**src/sv/adcwin_pkg.sv**
```systemverilog
package adcwin_pkg;

   localparam int WINDOW_DEPTH  = 16;
   localparam int ADC_FULL_CODE = 4095;

   localparam int SAMPLE_W = 12;
   localparam int MV_W     = 16;

   localparam logic [MV_W-1:0] FULL_SCALE_RESET = 16'd3300;

   // ring position; a one-entry window still gets a one-bit index
   localparam int SLOT_W = (WINDOW_DEPTH > 1) ? $clog2(WINDOW_DEPTH) : 1;
   // running sum holds WINDOW_DEPTH full-code samples
   localparam int SUM_W  = $clog2(WINDOW_DEPTH * ADC_FULL_CODE + 1);
   localparam int PROD_W = SUM_W + MV_W;

   localparam int DIVISOR = WINDOW_DEPTH * ADC_FULL_CODE;

   // floor(p / DIVISOR) == (p * DIV_RECIP) >> DIV_SHIFT for any p below 2**PROD_W
   localparam int DIV_SHIFT = PROD_W + $clog2(DIVISOR);
   localparam int RECIP_W   = PROD_W + 1;
   localparam int QPROD_W   = PROD_W + RECIP_W;
   localparam logic [RECIP_W-1:0] DIV_RECIP =
      RECIP_W'(((64'd1 << DIV_SHIFT) + 64'(DIVISOR) - 64'd1) / 64'(DIVISOR));

   typedef struct packed {
      logic             valid;
      logic [SUM_W-1:0] sum;
   } sum_item_type;

   typedef struct packed {
      logic            valid;
      logic [MV_W-1:0] millivolts;
   } result_type;

endpackage

```
**src/sv/adcwin_if.sv**
```systemverilog
interface adcwin_req_if import adcwin_pkg::*; ();
   logic                valid;
   logic                ready;
   logic [SAMPLE_W-1:0] sample;
   logic                buffer_end;

   modport source (output valid, output sample, output buffer_end, input ready);
   modport sink   (input valid, input sample, input buffer_end, output ready);
endinterface

interface adcwin_rsp_if import adcwin_pkg::*; ();
   logic            valid;
   logic            ready;
   logic [MV_W-1:0] millivolts;

   modport source (output valid, output millivolts, input ready);
   modport sink   (input valid, input millivolts, output ready);
endinterface

```
**src/sv/adcwin_window.sv**
```systemverilog
module adcwin_window import adcwin_pkg::*; (
   input  logic                clock,
   input  logic                reset,
   input  logic                advance,
   input  logic                in_accept,
   input  logic [SAMPLE_W-1:0] in_sample,
   input  logic                in_last,
   output sum_item_type        sum_out
);

   logic [SAMPLE_W-1:0] mem [WINDOW_DEPTH];
   logic [SAMPLE_W-1:0] rdata_ff;

   logic [SLOT_W-1:0]       slot_ff;
   logic [WINDOW_DEPTH-1:0] vld_ff;

   // read/modify stage
   logic                s1_valid_ff;
   logic [SAMPLE_W-1:0] s1_sample_ff;
   logic                s1_last_ff;
   logic [SLOT_W-1:0]   s1_slot_ff;
   logic                s1_old_vld_ff;
   logic                s1_fwd_ff;
   logic [SAMPLE_W-1:0] s1_fwd_data_ff;

   logic [SUM_W-1:0] sum_ff;
   sum_item_type     sum_out_ff;

   logic [SAMPLE_W-1:0] old_sample;
   logic [SUM_W-1:0]    sum_in;
   logic [SLOT_W-1:0]   slot_in;
   logic                fwd_in;

   // same-entry write in flight: read returns stale data, take the writer's sample
   assign fwd_in = s1_valid_ff && (s1_slot_ff == slot_ff);

   assign slot_in = (slot_ff == SLOT_W'(WINDOW_DEPTH - 1)) ? '0 : slot_ff + SLOT_W'(1);

   always_comb begin
      if (!s1_old_vld_ff) begin
         old_sample = '0;
      end else if (s1_fwd_ff) begin
         old_sample = s1_fwd_data_ff;
      end else begin
         old_sample = rdata_ff;
      end
      sum_in = sum_ff - SUM_W'(old_sample) + SUM_W'(s1_sample_ff);
   end

   always_ff @(posedge clock) begin
      if (in_accept) begin
         rdata_ff <= mem[slot_ff];
      end
      if (advance && s1_valid_ff) begin
         mem[s1_slot_ff] <= s1_sample_ff;
      end
   end

   always_ff @(posedge clock) begin
      if (advance) begin
         s1_sample_ff   <= in_sample;
         s1_last_ff     <= in_last;
         s1_slot_ff     <= slot_ff;
         s1_old_vld_ff  <= vld_ff[slot_ff];
         s1_fwd_ff      <= fwd_in;
         s1_fwd_data_ff <= s1_sample_ff;
      end
   end

   always_ff @(posedge clock) begin
      if (reset) begin
         slot_ff          <= '0;
         vld_ff           <= '0;
         s1_valid_ff      <= 1'b0;
         sum_ff           <= '0;
         sum_out_ff.valid <= 1'b0;
      end else if (advance) begin
         s1_valid_ff    <= in_accept;
         sum_out_ff.sum <= sum_in;
         if (in_accept) begin
            if (in_last) begin
               slot_ff <= '0;
               vld_ff  <= '0;
            end else begin
               slot_ff         <= slot_in;
               vld_ff[slot_ff] <= 1'b1;
            end
         end
         if (s1_valid_ff) begin
            sum_ff           <= s1_last_ff ? '0 : sum_in;
            sum_out_ff.valid <= s1_last_ff;
         end else begin
            sum_out_ff.valid <= 1'b0;
         end
      end
   end

   assign sum_out = sum_out_ff;

endmodule

```
**src/sv/adcwin_scale.sv**
```systemverilog
module adcwin_scale import adcwin_pkg::*; (
   input  logic            clock,
   input  logic            reset,
   input  logic            advance,
   input  sum_item_type    sum_in,
   input  logic [MV_W-1:0] full_scale,
   output result_type      result
);

   // stage 1 holds the product, stage 2 the quotient
   logic [PROD_W-1:0] prod_ff;
   logic [MV_W-1:0]   q_ff;
   logic [1:0]        v_ff;

   // division by the constant as a multiply by its scaled reciprocal
   logic [QPROD_W-1:0] qprod;

   assign qprod = QPROD_W'(prod_ff) * QPROD_W'(DIV_RECIP);

   always_ff @(posedge clock) begin
      if (advance) begin
         prod_ff <= PROD_W'(sum_in.sum) * PROD_W'(full_scale);
         q_ff    <= qprod[DIV_SHIFT +: MV_W];
      end
   end

   always_ff @(posedge clock) begin
      if (reset) begin
         v_ff <= '0;
      end else if (advance) begin
         v_ff <= {v_ff[0], sum_in.valid};
      end
   end

   assign result.valid      = v_ff[1];
   assign result.millivolts = q_ff;

endmodule

```
**src/sv/adc_window_average_to_millivolts_top.sv**
```systemverilog
// Moving average of 12-bit ADC samples, scaled to millivolts. Each accepted
// item carries one sample and a buffer_end flag. Samples go into a 16-entry
// ring window (a 16x12 synchronous RAM plus per-entry valid flags) with a
// running sum; the sample flagged buffer_end is folded in first, then one
// result is produced: floor(sum * full_scale_mv / (16 * 4095)), and the
// window is emptied so the next buffer starts from all zeros. Entries not
// written since the last buffer end read as zero through their valid flags,
// so no clearing pass is needed after reset or between buffers. Throughput
// is one item per clock: the RAM is read at accept and written back as the
// item leaves the read/modify stage, with a bypass when the entry being read
// is the one being written. An accepted item passes the read/modify stage,
// the sum update, a 16x16 multiply by full scale, an exact division by the
// constant 16*4095 done as a 32x33 multiply by its scaled reciprocal, and
// the output register. The whole pipeline holds while a result sits in the
// output register and rsp_ch.ready is low; req_ch.ready then drops.
// full_scale_mv (reset 3300) is written through csr_wr_en/csr_wr_data; the user
// writes it while no item is in flight (the block itself does not enforce this).
module adc_window_average_to_millivolts_top import adcwin_pkg::*; (
   input  logic            clock,
   input  logic            reset,
   adcwin_req_if.sink      req_ch,
   adcwin_rsp_if.source    rsp_ch,
   input  logic            csr_wr_en,
   input  logic [MV_W-1:0] csr_wr_data
);

   logic [MV_W-1:0] full_scale_ff;
   logic            rsp_valid_ff;
   logic [MV_W-1:0] rsp_mv_ff;

   logic         advance;
   logic         accept;
   sum_item_type sum_item;
   result_type   result;

   // pipeline moves unless a finished item is stuck at the output
   assign advance = !rsp_valid_ff || rsp_ch.ready;
   assign accept  = req_ch.valid && advance;

   assign req_ch.ready      = advance;
   assign rsp_ch.valid      = rsp_valid_ff;
   assign rsp_ch.millivolts = rsp_mv_ff;

   always_ff @(posedge clock) begin
      if (reset) begin
         full_scale_ff <= FULL_SCALE_RESET;
      end else if (csr_wr_en) begin
         full_scale_ff <= csr_wr_data;
      end
   end

   adcwin_window u_window (
      .clock     (clock),
      .reset     (reset),
      .advance   (advance),
      .in_accept (accept),
      .in_sample (req_ch.sample),
      .in_last   (req_ch.buffer_end),
      .sum_out   (sum_item)
   );

   adcwin_scale u_scale (
      .clock      (clock),
      .reset      (reset),
      .advance    (advance),
      .sum_in     (sum_item),
      .full_scale (full_scale_ff),
      .result     (result)
   );

   // output register
   always_ff @(posedge clock) begin
      if (advance) begin
         rsp_mv_ff <= result.millivolts;
      end
   end

   always_ff @(posedge clock) begin
      if (reset) begin
         rsp_valid_ff <= 1'b0;
      end else if (advance) begin
         rsp_valid_ff <= result.valid;
      end
   end

endmodule

```
**src/flat_wrapper.sv**
```systemverilog
// flat-port wrapper written by rule: the top's interface ports become plain ports
module adc_window_average_to_millivolts_top_flat import adcwin_pkg::*;
  (clock, reset, csr_wr_en, csr_wr_data, req_ch_valid, req_ch_sample, req_ch_buffer_end, req_ch_ready, rsp_ch_valid, rsp_ch_millivolts, rsp_ch_ready);
  adcwin_req_if req_ch_i ();
  adcwin_rsp_if rsp_ch_i ();
  input  logic clock;
  input  logic reset;
  input  logic csr_wr_en;
  input  logic [MV_W-1:0] csr_wr_data;
  input wire logic [$bits(req_ch_i.valid)-1:0] req_ch_valid;
  input wire logic [$bits(req_ch_i.sample)-1:0] req_ch_sample;
  input wire logic [$bits(req_ch_i.buffer_end)-1:0] req_ch_buffer_end;
  output wire logic [$bits(req_ch_i.ready)-1:0] req_ch_ready;
  output wire logic [$bits(rsp_ch_i.valid)-1:0] rsp_ch_valid;
  output wire logic [$bits(rsp_ch_i.millivolts)-1:0] rsp_ch_millivolts;
  input wire logic [$bits(rsp_ch_i.ready)-1:0] rsp_ch_ready;
  assign req_ch_i.valid = req_ch_valid;
  assign req_ch_i.sample = req_ch_sample;
  assign req_ch_i.buffer_end = req_ch_buffer_end;
  assign req_ch_ready = req_ch_i.ready;
  assign rsp_ch_valid = rsp_ch_i.valid;
  assign rsp_ch_millivolts = rsp_ch_i.millivolts;
  assign rsp_ch_i.ready = rsp_ch_ready;
  adc_window_average_to_millivolts_top u_core (.clock(clock), .reset(reset), .req_ch(req_ch_i), .rsp_ch(rsp_ch_i), .csr_wr_en(csr_wr_en), .csr_wr_data(csr_wr_data));
endmodule
```
**config.mk**
```make
export PLATFORM = sky130hd
export DESIGN_NAME = adc_window_average_to_millivolts_top_flat
export DESIGN_NICKNAME = d
export VERILOG_FILES = /design/src/sv/adcwin_pkg.sv /design/src/sv/adcwin_if.sv /design/src/sv/adcwin_window.sv /design/src/sv/adcwin_scale.sv /design/src/sv/adc_window_average_to_millivolts_top.sv /design/src/flat_wrapper.sv
export SDC_FILE = /design/constraint.sdc
export NUM_CORES = 1
export LEC_CHECK = 0
export ABC_CLOCK_PERIOD_IN_PS = 17600
export BUFFER_PORTS_ARGS = -buffer_cell sky130_fd_sc_hd__buf_2
export CORE_ASPECT_RATIO = 0.5
export CORE_MARGIN = 2
export CORE_UTILIZATION = 59
export DETAILED_ROUTE_END_ITERATION = 8
export MAX_ROUTING_LAYER = met4
export PLACE_DENSITY = 0.76
export SYNTH_ARGS = -nofsm -noshare
export SYNTH_HDL_FRONTEND = slang
export SYNTH_SLANG_ARGS = --single-unit
```
**constraint.sdc**
```tcl
create_clock -name clock -period 17.6 [get_ports clock]
set_input_delay 3.52 -clock clock [delete_from_list [all_inputs] [get_ports clock]]
set_output_delay 3.52 -clock clock [all_outputs]
set_load 0.1 [all_outputs]
```
Word level (Yosys, flattened, before mapping) --
Memories as Yosys holds them, arrays and structs flattened. A register that Yosys moved wholly into a read port is not among the register bits. Index checks and enable logic that the tools add are counted.
Storage, ports and cells: memories kept 1, register bits after elaboration 168, output and inout bits 18, bits in writable memories 192, bits of input ports 34, word-level logic and storage cells 52
Operators by class: magnitude comparators 2, reductions and logical operators 9, mux-type cells 13, equal/unequal tests 2, bitwise logic cells 2, $add $sub $neg 3, $mul 2
Memories:
- u_core.u_window.mem | words 16, width 12, rd ports 1, clocked after memory_dff 1, write ports 1, line adcwin_window.sv:11 | logic [SAMPLE_W-1:0] mem [WINDOW_DEPTH];
Operators by type and width (count):
- $mul A32 B33 Y64 const B | 1
- $mul A16 B16 Y32 | 1
- $mux W16 | 2
- $mux W12 | 2
- $add A16 B12 Y16 | 1
- $or A16 B16 Y16 | 1
- $sub A16 B12 Y16 | 1
- $mux W4 | 2
- $reduce_and A2 Y1 | 3
- $lt A4 B5 Y1 const B | 1
- $mux W1 | 5
- $add A4 B1 Y4 const B | 1
- $bmux W1 S4 | 1
- $demux W1 S4 | 1
- $eq A4 B4 Y1 | 1
- $eq A4 B4 Y1 const B | 1
- $ge A4 B1 Y1 const B | 1
- $logic_and A1 B1 Y1 | 4
- $logic_not A1 Y1 | 1
- $logic_or A1 B1 Y1 | 1
- $not A1 Y1 | 1

Depth between registers and ports, before layout --
depth after elaboration 6, gate-level depth with buffers 24, gate-level depth less buffers 23

Cells and area by module --
A second synthesis with hierarchy kept.
Second synthesis, totals: cells, all modules 2222, area, all modules 27062.2 µm²
By module, submodules not included:
- adcwin_scale | cells an instance 1461, area an instance 13927.1 µm², sequential area each 1481.4 µm², instances 1
- adcwin_window | cells an instance 688, area an instance 12012.8 µm², sequential area each 8298.0 µm², instances 1
- adc_window_average_to_millivolts_top | cells an instance 73, area an instance 1122.3 µm², sequential area each 820.8 µm², instances 1

Least setup slack after synthesis --
Ideal clock, no wire load.
path type input -> output, from input port rsp_ch_ready, to output port req_ch_ready, path slack 7.794 ns, data required time 14.080 ns, path buffers 1, stages 3, arrival 6.286 ns, path through nor2b_1 clkbuf_1 clkinv_1
On the way: longest elaborated chain between the ends 1
RTL lines:
- from (decl) | line flat_wrapper.sv:16 | input wire logic [$bits(rsp_ch_i.ready)-1:0] rsp_ch_ready;
- $logic_or A1 B1 Y1 | line adc_window_average_to_millivolts_top.sv:37 | assign advance = !rsp_valid_ff || rsp_ch.ready;
- to (decl) | line flat_wrapper.sv:13 | output wire logic [$bits(req_ch_i.ready)-1:0] req_ch_ready;
Every way passes these cells.

Worst setup path in the final report --
Same ends and word-level chain as after synthesis.

==> qor.csv <==
stage,metric,value,unit
finish,drive_gt1_share,8.44,%
routing,via_per_inst,5.67,
clock_network,cts.repair.resized,0,
floorplanning,core-area,45200,um^2
clock_network,cts_tree,yes,
finish,diodes,0,
logic_synthesis,synth.largest_area_cell,edfxtp_1,
timing,fmax,120,MHz
floorplanning,start_util,59.8,%
worst_setup_path,crit_path_start,rsp_ch_ready,
routing,vias,16500,
worst_setup_path,cp-end-kind,primary output,
timing,drv_slew,0,
clock_network,cts_hold_buf,0,
floorplanning,dieArea,47700,um^2
logic_synthesis,avgSynthCellArea,12.0,um^2
clock_network,cts_root_buf,clkbuf_16,
finish,layout.nets,2858,
clock_network,insertion_delay,0.56,ns
clock_network,cts.path.max_buffers,3,
routing,first_iter_violations,1184,
timing,maxSlewHeadroom,16.1,%
global_route,first_global_vias,17000,
clock_network,cts_max_level,2,
timing,tightest_slew,1.25,ns
logic_synthesis,synth_commonest_cells,"inv_1, edfxtp_1, ha_1",
floorplanning,pin_count,52,
floorplanning,die_y,155,um
logic_synthesis,syn-num-nets,2832,
timing,fin_setup_tns,0,ns
logic_synthesis,yosys_warnings,0,
timing,hold_violations,0,
timing,period_needed,8.33,ns
logic_synthesis,synth_cell_types,61,
logic_synthesis,synthFlopType,edfxtp_1,
worst_setup_path,r2r_end,u_core.u_scale.prod_ff[28],
worst_setup_path,crit_end,req_ch_ready,
routing,ant_nets,0,
timing,setup_viol,0,
routing,routed_wl,56100,um
global_route,grt_max_degree,68,
logic_synthesis,synth_top_area_share,35.0,%
floorplanning,rows,55,
logic_synthesis,async_flop_share,0,%
worst_setup_path,reg2reg_setup_slack,11.05,ns
placement,hpwl,40000,um
worst_setup_path,crit_chain,buf_2 -> nor2b_1 -> inv_4 -> buf_2,
worst_setup_path,critPathMaxStageDelay,0.44,ns
logic_synthesis,ys_seq_area_share,39.2,%
logic_synthesis,synth_seq_cells,372,
placement,portBuffers,51,
worst_setup_path,critPathRequiredTime,14.08,ns
worst_setup_path,worst_path_max_delay_cell,nor2b_1,
timing,finalCritPeriodShare,47.3,%
worst_setup_path,rr_worst_depth,18,
routing,wl_per_cell,19.3,um
global_route,overflow,0,
min_path,hp-class,flop to flop,
timing,finClkSkew,0.0275,ns
clock_network,cts_inserted_buffers,36,
worst_setup_path,worstPathArrival,4.81,ns
routing,firstDrtPassIters,5,
timing,rsz0062_at_grt,false,
logic_synthesis,synthesis.area,27000,um^2
worst_setup_path,reg2reg_from,u_core.u_window.sum_out[6],
logic_synthesis,ys_top_cells_by_area,"edfxtp_1, fa_1, ha_1, mux4_2, inv_1",
logic_synthesis,synthCells,2259,
global_route,antenna_found_initial,0,
finish,syn_to_final_growth,7.49,%
logic_synthesis,yosysMostFrequentCell,inv_1,
worst_setup_path,path_common_cell,buf_2,
clock_network,clk_pin_slew,0.06,ns
clock_network,cts_sinks,372,
routing,drc,0,
floorplanning,fp.dieW,307,um
worst_setup_path,critPathLaunchType,input port,
logic_synthesis,synth_edf_count,315,
clock_network,post-cts-setup-buffers,0,
worst_setup_path,crit_fanout,38,
placement,gp_congestion,0.920,
global_route,grt_use_total,24.9,%
worst_setup_path,worstSetupPathType,input port to primary output,
run,cap_violations,0,
global_route,grt_pass1_wl,89500,um
outcome,outcome,"complete, no violations",
cell type report:
cell class	count	area, um^2
inverter	369	1390
clock buffer	36	901
sequential	372	10600
fill	3381	16100
clock inverter	27	309
timing repair buffer	57	300
multi-input combinational	1449	14800
tap	598	748
worst min path at each step:
stage | start | end | slack [ns] | cells past startpoint
after detailed placement | u_core.u_scale.q_ff[11] | u_core.rsp_ch.millivolts[11] | 0.40 | 0
after global placement | u_core.u_scale.q_ff[5] | u_core.rsp_ch.millivolts[5] | 0.40 | 0
after CTS | u_core.u_scale.q_ff[5] | u_core.rsp_ch.millivolts[5] | 0.42 | 0
final | u_core.u_scale.q_ff[9] | u_core.rsp_ch.millivolts[9] | 0.42 | 0
after floorplan | u_core.u_scale.q_ff[0] | u_core.rsp_ch.millivolts[0] | 0.40 | 0
after global routing | u_core.u_scale.q_ff[11] | u_core.rsp_ch.millivolts[11] | 0.43 | 0
kinds of logic after synthesis:
kind of cell             after synthesis  share of synthesized area (%)
adder cells (fa/ha/maj)              539                           31.2
AND/OR/NAND/NOR                      521                           9.40
buffers and inverters                438                           6.09
flip-flops                           372                           39.2
AO/OA/AOI/OAI                        236                           5.67
multiplexers                          93                           6.45
XOR/XNOR                              60                           1.94
stage by stage:
stage                     utilization [%]  area [um^2]  hold WS (ns)  cells  setup slack [ns]
after floorplan                         -        27000         0.400   2259              7.79
after global placement               61.6        27900         0.402   2845              9.31
after detailed placement             61.6        27900         0.405   2845              9.23
after CTS                            64.3        29100         0.420   2908              9.22
after global routing                 64.3        29100         0.428   2908              9.10
final                                64.3        29100         0.421   2908              9.27
layer usage:
metal	share of wire [%]	global-route usage [%]
met1	42	30.8
met2	49	41.7
met3	6.5	5.00
met4	2.8	7.49
met5	0	-
flip-flops by register name (all words and copies together) (netlist names), 4 cells and up:
signal and flops:
u_core.u_window.mem 192, u_core.u_scale.prod_ff 32, u_core.u_window.sum_out 17, u_core.full_scale_ff 16, u_core.rsp_ch.millivolts 16, u_core.u_scale.q_ff 16, u_core.u_window.sum_ff 16, u_core.u_window.vld_ff 16
u_core.u_window.rdata_ff 12, u_core.u_window.s1_fwd_data_ff 12, u_core.u_window.s1_sample_ff 12, u_core.u_window.s1_slot_ff 4, u_core.u_window.slot_ff 4
cells in the final DEF (no fill, tap or decap), types with 8 or more instances in the layout:
master	count
mux2i_1	28
a211oi_1	8
and2_1	127
a31oi_1	20
nor2_1	95
a21o_1	37
nor2b_1	22
clkbuf_16	36
nand2_1	190
fa_1	227
o21bai_1	8
o21ai_0	40
buf_2	51
inv_1	368
dfxtp_1	55
mux4_2	65
xor2_1	23
ha_1	312
nand3_1	24
xnor2_1	37
o21a_1	12
nor3_1	10
a22oi_1	9
edfxtp_1	315
nand4_1	12
a21oi_1	68
critical path: cells and delay by family:
family | cells | cell delay (ns)
buffers and inverters | 3 | 0.83
and+or+nand+nor | 1 | 0.44
Power is left out: the tool's default activity adds up to more than one toggle a clock period on the data nets, which glitch-free logic cannot reach.
